==> src/rtl/ipv4th_pkg.sv <==
// ipv4th_pkg: types, constants and helper functions for the IPv4 transport header parser.
// No dependencies; imported by every module of the block.
`timescale 1ns / 1ps

package ipv4th_pkg;

    // Frame byte counter saturates here
    localparam int MAX_FRAME_BYTES = 16384;
    localparam int IDX_W           = $clog2(MAX_FRAME_BYTES + 1);

    localparam logic [3:0] MIN_HDR_WORDS = 4'd5;
    localparam logic [3:0] IP_VERSION_4  = 4'd4;
    localparam logic [3:0] UDP_HDR_BYTES = 4'd8;

    localparam logic [7:0] PROTO_ICMP = 8'd1;
    localparam logic [7:0] PROTO_TCP  = 8'd6;
    localparam logic [7:0] PROTO_UDP  = 8'd17;

    // Configuration register indexes
    localparam logic [1:0] CFG_IP_OFFSET        = 2'd0;
    localparam logic [1:0] CFG_COPY_SRC_ADDR    = 2'd1;
    localparam logic [1:0] CFG_COPY_DST_ADDR    = 2'd2;
    localparam logic [1:0] CFG_DECODE_TRANSPORT = 2'd3;

    localparam logic [5:0] IP_OFFSET_RESET = 6'd14;

    typedef struct packed {
        logic [5:0] ip_offset;
        logic       copy_src_addr;
        logic       copy_dst_addr;
        logic       decode_transport;
    } cfg_t;

    typedef struct packed {
        logic [7:0] data_byte;
        logic       last;
    } in_item_t;

    typedef struct packed {
        logic        ok;
        logic [3:0]  ip_version;
        logic [7:0]  proto_number;
        logic [7:0]  time_to_live;
        logic [7:0]  type_of_service;
        logic [31:0] src_addr;
        logic [31:0] dst_addr;
        logic [15:0] src_port;
        logic [15:0] dst_port;
        logic [31:0] icmp_info;
        logic [14:0] payload_offset;
        logic [15:0] payload_size;
    } out_item_t;

    // Header fields gathered while a frame streams in
    typedef struct packed {
        logic [3:0]  version;
        logic [3:0]  header_words;
        logic [7:0]  tos;
        logic [7:0]  ttl;
        logic [7:0]  proto;
        logic [31:0] src;
        logic [31:0] dst;
        logic [31:0] port_pair;
        logic [15:0] udp_length;
        logic [3:0]  tcp_data_words;
        logic [31:0] icmp;
    } hdr_fields_t;

    // Everything the result stage needs at frame end
    typedef struct packed {
        hdr_fields_t            fields;
        logic [IDX_W-1:0]       frame_len;
    } frame_snap_t;

    // Header length in bytes from a word count, short headers taken as five words
    function automatic logic [5:0] hdr_bytes(input logic [3:0] words);
        logic [3:0] w;
        w = (words < MIN_HDR_WORDS) ? MIN_HDR_WORDS : words;
        return {w, 2'b00};
    endfunction

endpackage

==> src/rtl/ipv4th_capture.sv <==
// ipv4th_capture: per-byte header field capture and frame-end snapshot register.
// Depends on ipv4th_pkg.
`timescale 1ns / 1ps

module ipv4th_capture
    import ipv4th_pkg::*;
(
    input  logic        aclk,
    input  logic        aresetn,
    input  cfg_t        cfg,
    input  logic        s_valid,
    output logic        s_ready,
    input  in_item_t    s_data,
    output logic        snap_valid,
    input  logic        snap_ready,
    output frame_snap_t snap
);

    logic [IDX_W-1:0] byte_idx_reg, byte_idx_next;
    hdr_fields_t      fields_reg, fields_next, fields_cap;
    logic             snap_valid_reg, snap_valid_next;
    frame_snap_t      snap_reg, snap_next;

    logic             s_fire;
    logic             in_ip, in_xport;
    logic [IDX_W-1:0] rel, xrel, ip_off_ext, hl_ext;
    logic [7:0]       b;

    assign s_ready = !snap_valid_reg || snap_ready;
    assign s_fire  = s_valid && s_ready;
    assign b       = s_data.data_byte;

    // Position relative to the IP header and to the transport header
    assign ip_off_ext = IDX_W'(cfg.ip_offset);
    assign hl_ext     = IDX_W'(hdr_bytes(fields_reg.header_words));
    assign in_ip      = byte_idx_reg >= ip_off_ext;
    assign rel        = byte_idx_reg - ip_off_ext;
    assign in_xport   = in_ip && (rel >= hl_ext);
    assign xrel       = rel - hl_ext;

    // Capture the fields that this byte carries
    always_comb begin
        fields_cap = fields_reg;
        if (in_ip) begin
            if (rel == IDX_W'(0)) begin
                fields_cap.version      = b[7:4];
                fields_cap.header_words = b[3:0];
            end else if (rel == IDX_W'(1)) begin
                fields_cap.tos = b;
            end else if (rel == IDX_W'(8)) begin
                fields_cap.ttl = b;
            end else if (rel == IDX_W'(9)) begin
                fields_cap.proto = b;
            end else if (rel >= IDX_W'(12) && rel <= IDX_W'(15)) begin
                fields_cap.src = {fields_reg.src[23:0], b};
            end else if (rel >= IDX_W'(16) && rel <= IDX_W'(19)) begin
                fields_cap.dst = {fields_reg.dst[23:0], b};
            end
        end
        if (in_xport) begin
            if (fields_reg.proto == PROTO_UDP || fields_reg.proto == PROTO_TCP) begin
                if (xrel <= IDX_W'(3)) begin
                    fields_cap.port_pair = {fields_reg.port_pair[23:0], b};
                end else if (fields_reg.proto == PROTO_UDP
                             && (xrel == IDX_W'(4) || xrel == IDX_W'(5))) begin
                    fields_cap.udp_length = {fields_reg.udp_length[7:0], b};
                end else if (fields_reg.proto == PROTO_TCP && xrel == IDX_W'(12)) begin
                    fields_cap.tcp_data_words = b[7:4];
                end
            end else if (fields_reg.proto == PROTO_ICMP) begin
                if (xrel == IDX_W'(0)) begin
                    fields_cap.icmp[31:24] = b;
                end else if (xrel == IDX_W'(1)) begin
                    fields_cap.icmp[23:16] = b;
                end else if (xrel == IDX_W'(6)) begin
                    fields_cap.icmp[15:8] = b;
                end else if (xrel == IDX_W'(7)) begin
                    fields_cap.icmp[7:0] = b;
                end
            end
        end
    end

    // Advance the byte count, clear on the last byte and take a snapshot
    always_comb begin
        fields_next     = fields_reg;
        byte_idx_next   = byte_idx_reg;
        snap_next       = snap_reg;
        snap_valid_next = snap_valid_reg;
        if (snap_ready) begin
            snap_valid_next = 1'b0;
        end
        if (s_fire) begin
            if (s_data.last) begin
                fields_next     = '0;
                byte_idx_next   = '0;
                snap_valid_next = 1'b1;
                snap_next.fields    = fields_cap;
                snap_next.frame_len = (byte_idx_reg < IDX_W'(MAX_FRAME_BYTES))
                                      ? byte_idx_reg + IDX_W'(1)
                                      : IDX_W'(MAX_FRAME_BYTES);
            end else begin
                fields_next = fields_cap;
                if (byte_idx_reg < IDX_W'(MAX_FRAME_BYTES)) begin
                    byte_idx_next = byte_idx_reg + IDX_W'(1);
                end
            end
        end
    end

    always_ff @(posedge aclk) begin
        if (!aresetn) begin
            byte_idx_reg   <= '0;
            fields_reg     <= '0;
            snap_valid_reg <= 1'b0;
        end else begin
            byte_idx_reg   <= byte_idx_next;
            fields_reg     <= fields_next;
            snap_valid_reg <= snap_valid_next;
        end
    end

    always_ff @(posedge aclk) begin
        snap_reg <= snap_next;
    end

    assign snap_valid = snap_valid_reg;
    assign snap       = snap_reg;

    // A last-byte transfer restarts the count and raises the snapshot
    a_last_clears: assert property (@(posedge aclk) disable iff (!aresetn)
        (s_fire && s_data.last) |=> (byte_idx_reg == '0 && snap_valid_reg))
        else $error("frame state not cleared after last byte");

    a_count_limit: assert property (@(posedge aclk) disable iff (!aresetn)
        byte_idx_reg <= IDX_W'(MAX_FRAME_BYTES))
        else $error("byte count beyond frame limit");

    a_snap_len: assert property (@(posedge aclk) disable iff (!aresetn)
        snap_valid_reg |-> (snap_reg.frame_len != '0))
        else $error("snapshot holds an empty frame");

endmodule

==> src/rtl/ipv4th_result.sv <==
// ipv4th_result: frame-end checks, payload arithmetic and the result register.
// Depends on ipv4th_pkg.
`timescale 1ns / 1ps

module ipv4th_result
    import ipv4th_pkg::*;
(
    input  logic        aclk,
    input  logic        aresetn,
    input  cfg_t        cfg,
    input  logic        snap_valid,
    output logic        snap_ready,
    input  frame_snap_t snap,
    output logic        m_valid,
    input  logic        m_ready,
    output out_item_t   m_data
);

    logic      m_valid_reg, m_valid_next;
    out_item_t m_data_reg, m_data_next;

    hdr_fields_t      f;
    logic [5:0]       ip_hb, tcp_hb;
    logic [7:0]       off, need, off_final;
    logic [15:0]      size_def, udp_size;
    logic             is_udp, is_tcp, is_icmp, ok;

    assign snap_ready = !m_valid_reg || m_ready;
    assign f          = snap.fields;

    // Header lengths and the bytes the frame must reach
    always_comb begin
        ip_hb   = hdr_bytes(f.header_words);
        tcp_hb  = hdr_bytes(f.tcp_data_words);
        is_udp  = cfg.decode_transport && f.proto == PROTO_UDP;
        is_tcp  = cfg.decode_transport && f.proto == PROTO_TCP;
        is_icmp = cfg.decode_transport && f.proto == PROTO_ICMP;
        off     = {2'b00, cfg.ip_offset} + {2'b00, ip_hb};
        need    = off;
        if (is_udp || is_icmp) begin
            need = off + {4'b0000, UDP_HDR_BYTES};
        end else if (is_tcp) begin
            need = off + {2'b00, tcp_hb};
        end
        ok       = f.version == IP_VERSION_4 && snap.frame_len >= IDX_W'(need);
        size_def = 16'(snap.frame_len) - {8'h00, off};
        udp_size = (f.udp_length >= 16'(UDP_HDR_BYTES))
                   ? f.udp_length - 16'(UDP_HDR_BYTES) : 16'h0000;
    end

    // Build the result item
    always_comb begin
        m_data_next                 = '0;
        m_data_next.ip_version      = f.version;
        m_data_next.proto_number    = f.proto;
        m_data_next.time_to_live    = f.ttl;
        m_data_next.type_of_service = f.tos;
        off_final                   = off;
        if (ok) begin
            m_data_next.ok           = 1'b1;
            m_data_next.src_addr     = cfg.copy_src_addr ? f.src : 32'h0;
            m_data_next.dst_addr     = cfg.copy_dst_addr ? f.dst : 32'h0;
            m_data_next.payload_size = size_def;
            if (is_udp || is_tcp) begin
                m_data_next.src_port = f.port_pair[31:16];
                m_data_next.dst_port = f.port_pair[15:0];
            end
            if (is_udp) begin
                off_final                = off + {4'b0000, UDP_HDR_BYTES};
                m_data_next.payload_size = udp_size;
            end else if (is_tcp) begin
                // frame length already covers the TCP header here
                off_final                = off + {2'b00, tcp_hb};
                m_data_next.payload_size = size_def - {10'b0, tcp_hb};
            end else if (is_icmp) begin
                m_data_next.icmp_info = f.icmp;
            end
            m_data_next.payload_offset = 15'(off_final);
        end
    end

    // Hold the result until the transfer completes
    always_comb begin
        m_valid_next = m_valid_reg;
        if (snap_ready) begin
            m_valid_next = snap_valid;
        end
    end

    always_ff @(posedge aclk) begin
        if (!aresetn) begin
            m_valid_reg <= 1'b0;
        end else begin
            m_valid_reg <= m_valid_next;
        end
    end

    always_ff @(posedge aclk) begin
        if (snap_ready && snap_valid) begin
            m_data_reg <= m_data_next;
        end
    end

    assign m_valid = m_valid_reg;
    assign m_data  = m_data_reg;

    a_snap_moves: assert property (@(posedge aclk) disable iff (!aresetn)
        (snap_valid && snap_ready) |=> m_valid_reg)
        else $error("snapshot taken but no result raised");

    a_ok_version: assert property (@(posedge aclk) disable iff (!aresetn)
        (m_valid_reg && m_data_reg.ok) |-> (m_data_reg.ip_version == IP_VERSION_4))
        else $error("ok result without version four");

    a_not_ok_zero: assert property (@(posedge aclk) disable iff (!aresetn)
        (m_valid_reg && !m_data_reg.ok)
        |-> (m_data_reg.payload_offset == '0 && m_data_reg.payload_size == '0
             && m_data_reg.src_port == '0 && m_data_reg.icmp_info == '0))
        else $error("failed frame carries payload fields");

endmodule

==> src/rtl/ipv4_transport_header_parser_top.sv <==
// ipv4_transport_header_parser_top: configuration registers and the two pipeline stages.
// Depends on ipv4th_pkg, ipv4th_capture and ipv4th_result.
//
// Usage:
//   Input channel (s_valid/s_ready/s_data) carries one frame byte per transfer in wire
//   order, with s_data.last set on the final byte. Output channel (m_valid/m_ready/
//   m_data) carries one result per frame. The configuration port writes register
//   cfg_addr with cfg_wdata when cfg_wr_en is high; write only while no frame is in
//   progress and no result is pending.
//   Throughput: one byte per cycle while s_ready is high; a new frame may start the cycle after a last byte.
//   Result path: a last-byte transfer fills the snapshot register, then the result register,
//   which drives m_valid; the field capture registers each byte's fields as it is accepted.
//   Stall: a held result keeps s_ready high until the next frame end fills the snapshot
//   stage; with both stages full s_ready stays low until the result is taken.
//   Reset (aresetn low, synchronous): clears the byte count, captured fields and both
//   valid flags, and sets ip_offset to 14 and the three enables to 1.
`timescale 1ns / 1ps

module ipv4_transport_header_parser_top
    import ipv4th_pkg::*;
(
    input  logic       aclk,
    input  logic       aresetn,
    input  logic       cfg_wr_en,
    input  logic [1:0] cfg_addr,
    input  logic [5:0] cfg_wdata,
    input  logic       s_valid,
    output logic       s_ready,
    input  in_item_t   s_data,
    output logic       m_valid,
    input  logic       m_ready,
    output out_item_t  m_data
);

    cfg_t        cfg_reg, cfg_next;
    logic        snap_valid, snap_ready;
    frame_snap_t snap;

    // Decode configuration writes
    always_comb begin
        cfg_next = cfg_reg;
        if (cfg_wr_en) begin
            unique case (cfg_addr)
                CFG_IP_OFFSET:        cfg_next.ip_offset        = cfg_wdata;
                CFG_COPY_SRC_ADDR:    cfg_next.copy_src_addr    = cfg_wdata[0];
                CFG_COPY_DST_ADDR:    cfg_next.copy_dst_addr    = cfg_wdata[0];
                CFG_DECODE_TRANSPORT: cfg_next.decode_transport = cfg_wdata[0];
                default:              cfg_next = cfg_reg;
            endcase
        end
    end

    always_ff @(posedge aclk) begin
        if (!aresetn) begin
            cfg_reg.ip_offset        <= IP_OFFSET_RESET;
            cfg_reg.copy_src_addr    <= 1'b1;
            cfg_reg.copy_dst_addr    <= 1'b1;
            cfg_reg.decode_transport <= 1'b1;
        end else begin
            cfg_reg <= cfg_next;
        end
    end

    ipv4th_capture u_capture (
        .aclk       (aclk),
        .aresetn    (aresetn),
        .cfg        (cfg_reg),
        .s_valid    (s_valid),
        .s_ready    (s_ready),
        .s_data     (s_data),
        .snap_valid (snap_valid),
        .snap_ready (snap_ready),
        .snap       (snap)
    );

    ipv4th_result u_result (
        .aclk       (aclk),
        .aresetn    (aresetn),
        .cfg        (cfg_reg),
        .snap_valid (snap_valid),
        .snap_ready (snap_ready),
        .snap       (snap),
        .m_valid    (m_valid),
        .m_ready    (m_ready),
        .m_data     (m_data)
    );

endmodule
==> config.mk <==
export PLATFORM = sky130hd
export DESIGN_NAME = ipv4_transport_header_parser_top
export DESIGN_NICKNAME = d
export VERILOG_FILES = /design/src/rtl/ipv4th_pkg.sv /design/src/rtl/ipv4th_capture.sv /design/src/rtl/ipv4th_result.sv /design/src/rtl/ipv4_transport_header_parser_top.sv
export SDC_FILE = /design/constraint.sdc
export NUM_CORES = 1
export LEC_CHECK = 0
export BUFFER_PORTS_ARGS = -buffer_cell sky130_fd_sc_hd__buf_2
export CAP_MARGIN = 10
export CORE_MARGIN = 1
export CORE_UTILIZATION = 60
export DETAILED_ROUTE_END_ITERATION = 10
export PLACE_DENSITY = 0.8
export SETUP_SLACK_MARGIN = 0.4
export SYNTH_ARGS = -nofsm -noshare
export SYNTH_HDL_FRONTEND = slang
export SYNTH_SLANG_ARGS = --single-unit
export TNS_END_PERCENT = 100
==> constraint.sdc <==
create_clock -name aclk -period 15.5 [get_ports aclk]
set_input_delay 1.55 -clock aclk [delete_from_list [all_inputs] [get_ports aclk]]
set_output_delay 1.55 -clock aclk [all_outputs]
set_load 0.05 [all_outputs]
[Word-level counts from Yosys, hierarchy flattened]
Index checks and enable logic that the tools add are counted.
Word-level totals
  input bits: 22
  latch bits: 0
  memory bits (writable): 0
  memories: 0
  logic and storage cells: 163
  output and inout bits: 190
  memory bits (read-only): 0
  register bits: 589
Operators by class
  $add $sub $neg: 9
  mux-type cells: 44
  shift operators: 0
  reduce and logical (&&, ||, !) cells: 33
  equality and inequality tests: 19
  bitwise gates (word level): 2
  magnitude comparators: 13
  div/mod/pow operators: 0
  $mul: 0
Operators by type and width (number)
  $mux 32: 6
  $mux 180: 1
  $mux 8: 12
  $mux 96: 1
  $mux 88: 1
  $mux 84: 1
  $mux 16: 5
  $mux 80: 1
  $mux 72: 1
  $mux 64: 1
  $eq 15x3->1 const B: 4
  $mux 52: 1
  $eq 15x4->1 const B: 3
  $eq 15x1->1 const B: 2
  $ge 15x6->1: 2
  $logic_not 15->1: 2
  $mux 15: 2
  $sub 15x6->15: 2
  $mux 24: 1
  $mux 20: 1
  $mux 4: 5
  $reduce_and 2->1: 9
  $eq 8x1->1 const B: 2
  $eq 8x3->1 const B: 2
  28 further kinds: 52

[Longest topological paths before layout]
  word-level depth: 12
  mapped depth: 21
  depth with buffers taken out: 19

[By module]
Synthesis repeated with hierarchy kept, for this count alone.
Unflattened totals
  cells, all modules: 2141
  area, all modules: 25968.7 um2
Modules (own cells, without submodules)
  ipv4th_capture: times used 1, area an instance 16958.8 um2, cells each 1442, seq. area each 9779.4 um2
  ipv4th_result: times used 1, area an instance 8610.8 um2, cells each 660, seq. area each 5455.2 um2
  ipv4_transport_header_parser_top: times used 1, area an instance 399.1 um2, cells each 39, seq. area each 180.2 um2

[Worst setup path after synthesis]
No wires, ideal clock.
  kind: input-to-reg
  from: input port m_ready
  to: register u_result.m_data_reg (netlist bit u_result.m_data[0]) (enable)
  library setup time: 747 ps
  path buffers: 0
  required time: 14753 ps
  slack: 5139 ps
  arrival time: 9614 ps
  cell stages on the path: 2
  path through: nor2b_1 nor2b_1
Between the ends
  cells in the longest elaborated chain, start to end: 2
Ends and longest elaborated chain
  start: declaration: RTL line ipv4_transport_header_parser_top.sv:31  | input logic m_ready,
  $logic_or 1x1->1: RTL line ipv4th_result.sv:28  | assign snap_ready = !m_valid_reg || m_ready;
  $logic_and 1x1->1: RTL line ipv4th_result.sv:99  | if (snap_ready && snap_valid) begin
  end signal: assignment: RTL line ipv4th_result.sv:100  | m_data_reg <= m_data_next;
  end: declaration: RTL line ipv4th_result.sv:20  | out_item_t m_data_reg, m_data_next;
No other way between the ends.
A chain may end at the register's enable or synchronous reset.

[Worst setup path in the final report]
  from: register cfg_reg[4] in the netlist's numbering
  to: register u_capture.fields_reg[70] in the netlist's numbering
Between the ends
  cells in the longest elaborated chain, start to end: 7
Ends and longest elaborated chain
  start: declaration: RTL line ipv4_transport_header_parser_top.sv:35  | cfg_t cfg_reg, cfg_next;
  start signal: assignment: RTL line ipv4_transport_header_parser_top.sv:60  | cfg_reg <= cfg_next;
  $sub 15x6->15: RTL line ipv4th_capture.sv:37  | assign rel = byte_idx_reg - ip_off_ext;
  $sub 15x6->15: RTL line ipv4th_capture.sv:39  | assign xrel = rel - hl_ext;
  $le 15x2->1: RTL line ipv4th_capture.sv:62  | if (xrel <= IDX_W'(3)) begin
  $mux 32: RTL line ipv4th_capture.sv:62
  $mux 52: RTL line ipv4th_capture.sv:61  | if (fields_reg.proto == PROTO_UDP || fields_reg.proto == PROTO_TCP) begin
  $mux 84 *: RTL line ipv4th_capture.sv:60  | if (in_xport) begin
  $mux 180 *: RTL line ipv4th_capture.sv:94  | if (s_data.last) begin
  end signal: assignment: RTL line ipv4th_capture.sv:118  | fields_reg <= fields_next;
  end: declaration: RTL line ipv4th_capture.sv:20  | hdr_fields_t fields_reg, fields_next, fields_cap;
Mark *: on every way between the ends. The rest lies on a longest branch, timed or not.

==> impl_metrics.csv <==
group,metric,value,unit
finish,largest_register_ffs,195,
global_routing,antenna_found_initial,3,
sta,slew_headroom,0.219,
sta,fin_skew,0.0245,ns
finish,instances_no_fill,2794,
sta,worst_pin_slew,1.17,ns
finish,nFillCells,2907,
routing,drtAntennaViolNets,0,
worst_setup_path,start_kind,"flop",
pwr,powerDensity,114,nW/um^2
logic_synthesis,ys_ff_latch,582,
routing,vias_per_cell,6.22,
logic_synthesis,async_flop_share,0,
worst_setup_path,endpoint_kind,"flop",
sta,setup_tns,0,ns
sta,layout_setup_ws,9.38,ns
floorplan,rows,75,
logic_synthesis,yosysTopAreaCell,"edfxtp_1",
placement,place_inst,2687,
worst_setup_path,cp.required,16.03,ns
finish,final_layout_size_suffix_gt1_frac,0.221,
worst_setup_path,max_stage_delay,0.96,ns
clocking,postCtsSetupBuffers,0,
sta,fin_crit_sh,0.395,
floorplan,die_w,208,um
clocking,cts_resized,0,
global_routing,grt_pass1_wl,94.3,mm
sta,drv_slew,0,
clocking,htreeDepth,2,
floorplan,start_util,0.609,
clocking,cts_sinks,582,
worst_setup_path,crit_chain,"inv_1, ha_1, nand2b_1, nand2b_1, a21o_1, xor2_1, clkinv_1, fa_1, inv_1, maj3_1, or4b_2, nand3_2, nand4_4, nor2_2, a22o_1",
finish,multi_input_area,9410,sq um
global_routing,grt_use_total,0.278,
floorplan,coreArea,41900,sq um
finish,final_nets,2271,
clocking,postCtsHoldBufs,0,
finish,seq_area,15400,sq um
global_routing,grt_overflow,0,
global_routing,grt_start_max_net_pins,114,
logic_synthesis,syn_area,25600,sq um
global_routing,grt_pass1_vias,16700,
clocking,cts.clk_slew.worst_paths,0.06,ns
logic_synthesis,synthFlopType,"edfxtp_1",
clocking,cts_tree,"yes",
routing,drc,0,
routing,firstDrtPassIters,6,
logic_synthesis,postSynthAreaPerCell,12.4,sq um
sta,report.final.hold_viol_count,0,
sta,setup_violations,0,
routing,via_count,17400,
logic_synthesis,ys_warn_count,0,
worst_setup_path,critPathKind,"reg -> reg",
hold_path,hold_path_class,"reg -> reg",
logic_synthesis,synth-edff-count,376,
worst_setup_path,crit_arrival,6.65,ns
sta,min_period,6.12,ns
logic_synthesis,synthTopCellsByCount,"edfxtp_1 (376), dfxtp_1 (206), nand2_1 (158)",
logic_synthesis,synth_top_cell_area_share,0.442,
clocking,cts_buffers,56,
flow_run,max_cap_viol_count,0,
floorplan,die_height,208,um
finish,final_area,28600,sq um
placement,io_buffer_count,204,
logic_synthesis,synth.distinct_cells,81,
worst_setup_path,crit_fanout,35,
logic_synthesis,yosysMostFrequentCell,"edfxtp_1",
clocking,clk_path_buf_depth,3,
floorplan,ios,212,
logic_synthesis,seq_area_frac_synth,0.603,
logic_synthesis,netlist_instances,2065,
pwr,peakVddDrop,0.0912,mV
routing,drt_iter0_drc,1602,
clocking,cts-root-buf,"clkbuf_16",
finish,areaGrowthSynthToFinish,11.8,%
sta,timing.fmax,163,MHz
placement,pre_cts_ws,9.39,ns
floorplan,dieArea,43400,sq um
pwr,p_leak,11.0,nW
clocking,clk_latency,0.61,ns
worst_setup_path,slowest_stage,"nor2_2",
logic_synthesis,synthTopCellsByArea,"edfxtp_1 (44%), dfxtp_1 (16%), mux2_2 (6.5%), a22o_1 (3.3%), and3_1 (2.7%)",
placement,gp_congestion,0.883,
sta,rsz0062_at_grt,"false",
status,status,"complete, no violations",
placement,placed_cell_area,26800,sq um
placement,dp_hpwl,39.4,mm
routing,wirelength,61.1,mm
routing,avgRoutedWirePerCell,21.9,um
## layout by cell type (no fill, tap or decap), types with 19 or more instances in the layout
cell type,synthesis,final
ha_1,37,37
nor2_1,78,78
xor2_1,19,19
nand3_1,96,96
buf_2,13,203
a22o_1,96,96
and3_1,109,109
inv_1,35,33
edfxtp_1,376,376
and2_1,43,43
mux2_2,147,147
clkbuf_16,0,58
a21oi_1,45,45
buf_4,10,19
nor2b_1,73,72
dfxtp_1,206,206
o211ai_1,55,55
nor3_1,26,25
nand4b_1,40,40
nand2_1,158,157
o21ai_0,36,36
a22oi_1,44,44
xnor2_1,33,33
## worst paths after layout
path / endpoint / from / cells after the start / slack (ns)
max reg2reg: u_capture.fields_reg[70] / cfg_reg[4] / 15 / 9.38
max: u_capture.fields_reg[70] / cfg_reg[4] / 15 / 9.38
min: u_result.m_data[167] / u_capture.snap[171] / 0 / 0.42
min reg2reg: u_result.m_data[167] / u_capture.snap[171] / 0 / 0.42
## per-layer routing
metal	GRT usage	share of wire
met5	0	0
met4	0.0960	0.027
met1	0.383	0.42
met3	0.0308	0.063
met2	0.459	0.49
## per-stage QoR
stage               power (mW)   util  hold slack, ns
finish                    3.24  0.681           0.421
global route              3.34  0.681           0.433
CTS                       3.26  0.681           0.422
detailed placement        1.96  0.639           0.407
global placement          1.95  0.639           0.406
floorplan                 1.90      -           0.400
## cells by family after synthesis
| group | after synthesis | share of synthesized area |
|---|---|---|
| compound gates | 346 | 0.101 |
| xor+xnor | 53 | 0.0187 |
| fa+ha+maj | 46 | 0.0240 |
| buf+inv | 181 | 0.0304 |
| flops | 582 | 0.603 |
| mux | 154 | 0.0675 |
| other cells | 1 | 0.000147 |
| simple gates | 702 | 0.155 |
## power breakdown
part           leakage (nW)  switching (mW)  total (mW)  internal [mW]
registers              5.14          0.0168        1.69           1.68
logic                  4.97           0.172       0.230         0.0589
clock network         0.882           0.576        1.32          0.743
## cell type report
cell class              count  share of cell area
inverters                  36             0.00490
multi-input cells        1308               0.329
diodes                      2            0.000175
clock inverters            30             0.00749
well taps                 539              0.0236
repair buffers            222              0.0405
flip-flops and latches    582               0.539
clock buffers              75              0.0548
## critical path: cells and delay by family, from the launching register on
| family | cells | cell delay, ns |
|---|---|---|
| AO/OA/AOI/OAI | 2 | 0.44 |
| XOR/XNOR | 1 | 0.70 |
| buffers and inverters | 3 | 0.82 |
| adder cells (fa/ha/maj) | 3 | 1.10 |
| AND/OR/NAND/NOR | 6 | 2.53 |
| flip-flops | 1 | 0.40 |
Power figures use the tool's default switching activity.
